<file path="src/sv/splitter_bucket_classifier_top_macros.svh">
// ---------------------------------------------------------------------------
// splitter bucket classifier assertion macros
// concurrent checks in the house form, one use per line
// ---------------------------------------------------------------------------
`ifndef SPLITTER_BUCKET_CLASSIFIER_TOP_MACROS_SVH
`define SPLITTER_BUCKET_CLASSIFIER_TOP_MACROS_SVH

// same-cycle implication
`define SBC_ASSERT_IMP(label, clk, rst, ante, cons) \
   label: assert property (@(posedge clk) disable iff (rst) (ante) |-> (cons)) \
      else $error("splitter bucket classifier check failed");

// next-cycle implication
`define SBC_ASSERT_NXT(label, clk, rst, ante, cons) \
   label: assert property (@(posedge clk) disable iff (rst) (ante) |=> (cons)) \
      else $error("splitter bucket classifier check failed");

`endif

</file>
<file path="src/sv/sbc_pkg.sv">
// ---------------------------------------------------------------------------
// sbc_pkg
// shared types and codes of the splitter bucket classifier
// ---------------------------------------------------------------------------
package sbc_pkg;

   localparam int DEF_MAX_CLASSES = 64;
   localparam int DEF_KEY_BITS    = 32;
   localparam int DEF_QUOTA_BITS  = 16;

   // item kinds carried on tuser
   localparam logic KIND_LOAD     = 1'b0;
   localparam logic KIND_CLASSIFY = 1'b1;

   // configuration register indexes
   localparam logic REG_CLASS_COUNT = 1'b0;
   localparam logic REG_USE_COUNTS  = 1'b1;

   typedef enum logic {
      ST_IDLE,
      ST_SCAN
   } sbc_state_type;

endpackage

</file>
<file path="src/sv/splitter_bucket_classifier_top.sv">
// ---------------------------------------------------------------------------
// splitter_bucket_classifier_top
// splitter table with quota read-modify-write and in-order bucket scan
// ---------------------------------------------------------------------------
// Usage:
//   req_* is the input stream. tuser carries the kind: a load transfer writes
//   one splitter key and its equal-key quota into slot entry_index (slots past
//   the table end are dropped); a classify transfer scans the splitters and
//   yields one rsp_* transfer with the bucket index. Loads give no response.
//   csr_* writes class_count (index 0) and use_counts (index 1); the user
//   must write them only while idle, as the block does not enforce it. A
//   classify reads one splitter a cycle, unless the output stalls, from the
//   table memory's single read port; the read data is registered, so reads
//   run one slot ahead of the compare. The response is registered with the
//   bucket index, and the next request is taken only once the scan is over.
//   On a stop at an equal splitter with quota left, the quota is decremented
//   in the same cycle through the write port.
//   Reset sets class_count to 1 and use_counts to 1 and holds req_tready low;
//   the table is not cleared, so every scanned slot must be loaded first.
//   The response sits in an output register; a new request is still taken
//   while it waits. While the register is full and rsp_tready is low, the
//   scan holds where it is and none of its memory accesses moves.
// ---------------------------------------------------------------------------
`include "splitter_bucket_classifier_top_macros.svh"

module splitter_bucket_classifier_top #(
   parameter int  MAX_CLASSES = sbc_pkg::DEF_MAX_CLASSES,
   parameter int  KEY_BITS    = sbc_pkg::DEF_KEY_BITS,
   parameter int  QUOTA_BITS  = sbc_pkg::DEF_QUOTA_BITS,
   localparam int IDX_W       = $clog2(MAX_CLASSES),
   localparam int CNT_W       = $clog2(MAX_CLASSES + 1),
   localparam int IN_W        = IDX_W + KEY_BITS + QUOTA_BITS,
   localparam int IN_TW       = ((IN_W + 7) / 8) * 8,
   localparam int OUT_TW      = ((IDX_W + 7) / 8) * 8
) (
   input  logic              clock,
   input  logic              reset,
   // request stream
   input  logic              req_tvalid,
   output logic              req_tready,
   input  logic [IN_TW-1:0]  req_tdata,   // entry_index, key_value, equal_quota, zero pad
   input  logic              req_tuser,   // kind
   // response stream
   output logic              rsp_tvalid,
   input  logic              rsp_tready,
   output logic [OUT_TW-1:0] rsp_tdata,   // bucket_index, zero pad
   // configuration writes
   input  logic              csr_wr_en,
   input  logic              csr_index,
   input  logic [CNT_W-1:0]  csr_data
);
   import sbc_pkg::*;

   localparam int DEPTH = MAX_CLASSES - 1;
   localparam int MEM_W = KEY_BITS + QUOTA_BITS;

   // request fields
   logic [IDX_W-1:0]      req_entry;
   logic [KEY_BITS-1:0]   req_key;
   logic [QUOTA_BITS-1:0] req_quota;
   logic                  req_accept;

   assign req_entry  = req_tdata[IDX_W-1:0];
   assign req_key    = req_tdata[IDX_W +: KEY_BITS];
   assign req_quota  = req_tdata[IDX_W + KEY_BITS +: QUOTA_BITS];
   assign req_accept = req_tvalid && req_tready;

   // configuration
   logic [CNT_W-1:0] class_count_ff;
   logic             use_counts_ff;

   always_ff @(posedge clock) begin
      if (reset) begin
         class_count_ff <= CNT_W'(1);
         use_counts_ff  <= 1'b1;
      end else if (csr_wr_en) begin
         case (csr_index)
            REG_CLASS_COUNT: class_count_ff <= csr_data;
            REG_USE_COUNTS:  use_counts_ff  <= csr_data[0];
            default:         ;
         endcase
      end
   end

   // scan control
   sbc_state_type         state_ff, state_in;
   logic [KEY_BITS-1:0]   key_ff;
   logic [CNT_W-1:0]      limit_ff, limit_in;
   logic [IDX_W-1:0]      pos_ff;
   logic [CNT_W-1:0]      rd_addr_ff;
   logic                  data_valid_ff;
   logic [MEM_W-1:0]      rd_data_ff;

   logic [KEY_BITS-1:0]   rd_key;
   logic [QUOTA_BITS-1:0] rd_quota;
   logic                  stall;
   logic                  limit_hit, key_lt, quota_hit, scan_stop, done;
   logic                  rd_en, quota_we, load_we;
   logic                  mem_we;
   logic [IDX_W-1:0]      mem_wr_addr;
   logic [MEM_W-1:0]      mem_wr_data;
   logic                  scanning, classify_accept;
   logic [CNT_W-1:0]      pos_ext;

   logic                  rsp_tvalid_ff;
   logic [IDX_W-1:0]      bucket_ff;

   assign rd_key          = rd_data_ff[KEY_BITS-1:0];
   assign rd_quota        = rd_data_ff[KEY_BITS +: QUOTA_BITS];
   assign stall           = rsp_tvalid_ff && !rsp_tready;
   assign scanning        = (state_ff == ST_SCAN);
   assign classify_accept = req_accept && (req_tuser == KIND_CLASSIFY);
   assign pos_ext         = CNT_W'(pos_ff);

   // class counts above the table size saturate
   assign limit_in = (class_count_ff > CNT_W'(MAX_CLASSES)) ? CNT_W'(MAX_CLASSES)
                                                            : class_count_ff;

   always_comb begin
      limit_hit = (pos_ext + 1'b1) >= limit_ff;
      key_lt    = key_ff < rd_key;
      quota_hit = (state_ff == ST_SCAN) && !limit_hit && data_valid_ff && !key_lt
                  && use_counts_ff && (key_ff == rd_key) && (rd_quota != '0);
      scan_stop = (state_ff == ST_SCAN)
                  && (limit_hit || (data_valid_ff && key_lt) || quota_hit);
      done      = scan_stop && !stall;
      quota_we  = quota_hit && !stall;
      rd_en     = (state_ff == ST_SCAN) && !stall && !scan_stop
                  && (rd_addr_ff < CNT_W'(DEPTH));
      load_we   = req_accept && (req_tuser == KIND_LOAD) && (CNT_W'(req_entry) < CNT_W'(DEPTH));
   end

   // single write port: loads while idle, quota updates while scanning
   always_comb begin
      mem_we      = load_we || quota_we;
      mem_wr_addr = pos_ff;
      mem_wr_data = {rd_quota - 1'b1, rd_key};
      if (load_we) begin
         mem_wr_addr = req_entry;
         mem_wr_data = {req_quota, req_key};
      end
   end

   // splitter table, each entry {quota, key}
   logic [MEM_W-1:0] table_mem [DEPTH];

   always_ff @(posedge clock) begin
      if (mem_we) begin
         table_mem[mem_wr_addr] <= mem_wr_data;
      end
      if (rd_en) begin
         rd_data_ff <= table_mem[rd_addr_ff[IDX_W-1:0]];
      end
   end

   // next state
   always_comb begin
      state_in = state_ff;
      case (state_ff)
         ST_IDLE: begin
            if (req_accept && (req_tuser == KIND_CLASSIFY)) state_in = ST_SCAN;
         end
         ST_SCAN: begin
            if (done) state_in = ST_IDLE;
         end
         default: state_in = ST_IDLE;
      endcase
   end

   // state outputs
   always_comb begin
      case (state_ff)
         ST_IDLE: req_tready = !reset;
         ST_SCAN: req_tready = 1'b0;
         default: req_tready = 1'b0;
      endcase
   end

   always_ff @(posedge clock) begin
      if (reset) begin
         state_ff      <= ST_IDLE;
         data_valid_ff <= 1'b0;
      end else begin
         state_ff <= state_in;
         if (req_accept) begin
            data_valid_ff <= 1'b0;
         end else if ((state_ff == ST_SCAN) && !stall) begin
            data_valid_ff <= rd_en;
         end
      end
   end

   always_ff @(posedge clock) begin
      if (req_accept) begin
         key_ff     <= req_key;
         limit_ff   <= limit_in;
         pos_ff     <= '0;
         rd_addr_ff <= '0;
      end else if ((state_ff == ST_SCAN) && !stall && !scan_stop) begin
         // read runs one slot ahead of the compare
         if (data_valid_ff) pos_ff <= pos_ff + 1'b1;
         if (rd_en) rd_addr_ff <= rd_addr_ff + 1'b1;
      end
   end

   // response register
   always_ff @(posedge clock) begin
      if (reset) begin
         rsp_tvalid_ff <= 1'b0;
      end else if (done) begin
         rsp_tvalid_ff <= 1'b1;
      end else if (rsp_tready) begin
         rsp_tvalid_ff <= 1'b0;
      end
   end

   always_ff @(posedge clock) begin
      if (done) bucket_ff <= pos_ff;
   end

   assign rsp_tvalid = rsp_tvalid_ff;
   assign rsp_tdata  = OUT_TW'(bucket_ff);

   `SBC_ASSERT_IMP(a_rsp_after_scan, clock, reset, $rose(rsp_tvalid_ff), $past(scanning))
   `SBC_ASSERT_IMP(a_pos_in_limit, clock, reset, scanning && (limit_ff != '0), pos_ext < limit_ff)
   `SBC_ASSERT_IMP(a_read_ahead, clock, reset, scanning && data_valid_ff, rd_addr_ff == pos_ext + 1'b1)
   `SBC_ASSERT_IMP(a_quota_write_ok, clock, reset, quota_we, use_counts_ff && data_valid_ff && !load_we)
   `SBC_ASSERT_NXT(a_classify_scans, clock, reset, classify_accept, state_ff == ST_SCAN)

endmodule

</file>
<file path="config.mk">
export PLATFORM = sky130hd
export DESIGN_NAME = splitter_bucket_classifier_top
export DESIGN_NICKNAME = d
export VERILOG_FILES = /design/src/sv/sbc_pkg.sv /design/src/sv/splitter_bucket_classifier_top.sv
export VERILOG_INCLUDE_DIRS = /design/src /design/src/sv
export SDC_FILE = /design/constraint.sdc
export NUM_CORES = 2
export LEC_CHECK = 0
export BUFFER_PORTS_ARGS = -buffer_cell sky130_fd_sc_hd__buf_2
export CORE_ASPECT_RATIO = 1.4
export CORE_MARGIN = 5
export CORE_UTILIZATION = 38
export CTS_BUF_LIST = sky130_fd_sc_hd__clkbuf_4 sky130_fd_sc_hd__clkbuf_8 sky130_fd_sc_hd__clkbuf_16
export CTS_CLUSTER_DIAMETER = 60
export DETAILED_ROUTE_END_ITERATION = 12
export PLACE_DENSITY = 0.58
export SLEW_MARGIN = 20
export SYNTH_ARGS = -nofsm -noshare
export SYNTH_HDL_FRONTEND = slang
export SYNTH_SLANG_ARGS = --single-unit
</file>
<file path="constraint.sdc">
create_clock -name clock -period 25.7 [get_ports clock]
set_input_delay 7.71 -clock clock [delete_from_list [all_inputs] [get_ports clock]]
set_output_delay 7.71 -clock clock [all_outputs]
set_load 0.02 [all_outputs]
</file>
==> impl_metrics.env <==
export IMPL_cp_depth=3
export IMPL_end_kind="primary output"
export IMPL_min_period_ns=15.96
export IMPL_numPortBuffers=75
export IMPL_yosysSeqAreaShare=0.780
export IMPL_io_pins=80
export IMPL_worstPathCellList="buf_2, nor2_1, buf_2"
export IMPL_syn_cell_area_um2=121000
export IMPL_cts_setup_buffers=0
export IMPL_cp_max_fo=12
export IMPL_rsz0062_at_grt="no"
export IMPL_min_path_type="flip-flop to flip-flop"
export IMPL_drcViolationCount=0
export IMPL_viasPerCell=5.70
export IMPL_cts_inserted_buffers=293
export IMPL_yosysUniqueCellTypes=58
export IMPL_cp_slowest_cell="buf_2"
export IMPL_wl_per_cell_um=33.0
export IMPL_firstDrtPassIters=6
export IMPL_cts_tree="done"
export IMPL_gr_total_overflow=0
export IMPL_antenna_found_initial=15
export IMPL_clk_latency_ns=0.89
export IMPL_fin_hold_ws_ns=0.484
export IMPL_clock_sinks=3141
export IMPL_vias=55500
export IMPL_cts_hold_buffers=0
export IMPL_dieArea_um2=329000
export IMPL_arrival_ns=8.25
export IMPL_power_leakage_nw=41.2
export IMPL_setup_tns_ns=0
export IMPL_start_kind="input port"
export IMPL_grt_pass1_wl_um=450000
export IMPL_rr_worst_depth=7
export IMPL_core_area_um2=316000
export IMPL_row_count=244
export IMPL_areaGrowthSynthToFinish_pct=14.0
export IMPL_grt_total_usage=0.192
export IMPL_power_density_nw_per_um2=80.4
export IMPL_n_fill_cell=26600
export IMPL_clk_pin_slew_ns=0.06
export IMPL_grt_max_degree=141
export IMPL_vdd_drop_max_mv=0.0453
export IMPL_postRouteAntennaNets=0
export IMPL_period_share=0.621
export IMPL_relSlewSlack=0.223
export IMPL_synth_seq_cells=3141
export IMPL_dpl_hpwl_um=170000
export IMPL_async_flop_share=0
export IMPL_syn_area_per_cell_um2=24.2
export IMPL_area_sequential_um2=94100
export IMPL_finalHoldViolations=0
export IMPL_cap_violations=0
export IMPL_finalSetupViolCount=0
export IMPL_wl_um=321000
export IMPL_multi_input_area_um2=26300
export IMPL_syn_instance_count=4991
export IMPL_cp_num_buf_inv=2
export IMPL_fin_cells=9723
export IMPL_drive_above_1_share=0.335
export IMPL_tightestPinTransition_ns=1.17
export IMPL_max_stage_delay_ns=0.19
export IMPL_htree_levels=5
export IMPL_max_freq_ghz=0.0627
export IMPL_fp_dieW_um=486
export IMPL_crit_required_ns=17.99
export IMPL_maxSlewViolCount=0
export IMPL_cts_resized=0
export IMPL_grt_pass1_vias=57500
export IMPL_fin_area_um2=138000
export IMPL_cts_root_buffer="clkbuf_16"
export IMPL_r2r_end="rd_data_ff[29]"
export IMPL_drtIter0Drc=6067
export IMPL_startpoint="reset"
export IMPL_ys_warn_count=0
export IMPL_r2r_slack_ns=19.51
export IMPL_endpoint="req_tready"
export IMPL_final_cell_mix="edfxtp_1 (3117), mux4_2 (960), clkbuf_16 (302)"
export IMPL_placed_cells=9208
export IMPL_skew_ns=0.0821
export IMPL_cp_top_family="buffers and inverters"
export IMPL_crit_top_cell="buf_2"
export IMPL_yosys_most_used_dff="edfxtp_1"
export IMPL_clockBufferDepth=4
export IMPL_place_congestion=0.767
export IMPL_worstSetupPathType="input port to primary output"
export IMPL_placed_area_um2=128000
export IMPL_status="finished, final reports clean"
export IMPL_die_h_um=677
export IMPL_final_common_cell="edfxtp_1"
export IMPL_r2r_start="rd_addr_ff[1]"
export IMPL_synth_edf_count=3117
export IMPL_fin_nets=5436
export IMPL_start_util=0.382
-- cells in the mapped netlist (all sizes together) (6+ instances only) --
cell    count  area (um^2)
nor3       10         50.1
xor2        6         52.6
nor2b      11         68.8
dfxtp      24          480
nor4       64          400
mux2i      58          581
nand3      13         65.1
ha         42          526
clkbuf    195          732
buf        76          305
a21oi      19         95.1
mux4      960        21600
edfxtp   3117        93600
nand2b      6         37.5
xnor2      11         96.3
nor2       25         93.8
inv        45          169
o21ai     108          541
a31oi       6         52.6
nand2     132          495
nand4       6         52.6
-- worst min path at each step --
| stage | depth (start not counted) | from | slack (ns) | to |
|---|---|---|---|---|
| after floorplan | 0 | pos_ff[2] | 0.41 | bucket_ff[2] |
| after global placement | 1 | rd_addr_ff[6] | 0.45 | rd_addr_ff[5] |
| after global routing | 2 | rd_addr_ff[6] | 0.49 | rd_addr_ff[6] |
| after detailed placement | 1 | rd_addr_ff[6] | 0.47 | rd_addr_ff[5] |
| after CTS | 2 | rd_addr_ff[6] | 0.48 | rd_addr_ff[6] |
| final | 2 | rd_addr_ff[6] | 0.48 | rd_addr_ff[6] |
-- report_power, final --
group | internal [mW] | switching (mW) | total, mW
clock | 2.43 | 1.85 | 4.28
sequential | 5.68 | 0.0217 | 5.70
combinational | 0.527 | 0.551 | 1.08
total | 8.63 | 2.42 | 11.1
-- state kept, by name (all words and copies together), names as in the netlist --
name and cells:
class_count_ff 7, bucket_ff 6, rd_addr_ff 7, scanning 1, pos_ff 6, table_mem 3024, use_counts_ff 1, rd_data_ff 48
data_valid_ff 1, key_ff 32, rsp_tvalid 1, limit_ff 7
-- worst min-delay path: stages, from the launching register on --
cell	delay [ns]
dfxtp_1	0.33
nand2_1	0.06
o21ai_1	0.06
-- routing by layer --
metal,vias up,GRT usage,share of wire
li1,22200,-,-
met1,30800,0.242,0.38
met2,1927,0.344,0.53
met3,510,0.0246,0.054
met4,2,0.0640,0.034
met5,-,0,0.000040
-- stage by stage --
step / util / total power [mW] / setup slack [ns]
floorplan: - / 6.60 / 9.96
global placement: 0.405 / 6.89 / 9.71
detailed placement: 0.406 / 6.91 / 9.74
CTS: 0.435 / 11.2 / 9.74
global route: 0.436 / 11.4 / 9.73
finish: 0.436 / 11.1 / 9.74
-- cells by family (layout without fill, tap and decap cells) --
logic type	after synthesis	count (layout)	share of synthesized area
and+or+nand+nor	290	290	0.0119
other	1	8	0.0000311
buffers and inverters	317	860	0.0100
muxes	1018	1018	0.184
xor gates and xnor gates	17	17	0.00123
DFF	3141	3141	0.780
AOI/OAI and AO/OA	165	165	0.00809
adders and majority gates	42	42	0.00436
-- final cells by class --
| cell class | count | area share |
|---|---|---|
| repair buffers | 308 | 0.0173 |
| diodes | 6 | 0.000109 |
| clock buffers | 369 | 0.0587 |
| inverters | 46 | 0.00128 |
| flip-flops and latches | 3141 | 0.684 |
| multi-input cells | 1534 | 0.191 |
| well taps | 4182 | 0.0381 |
| clock inverters | 137 | 0.00886 |
(Power assumes the default switching activity.)
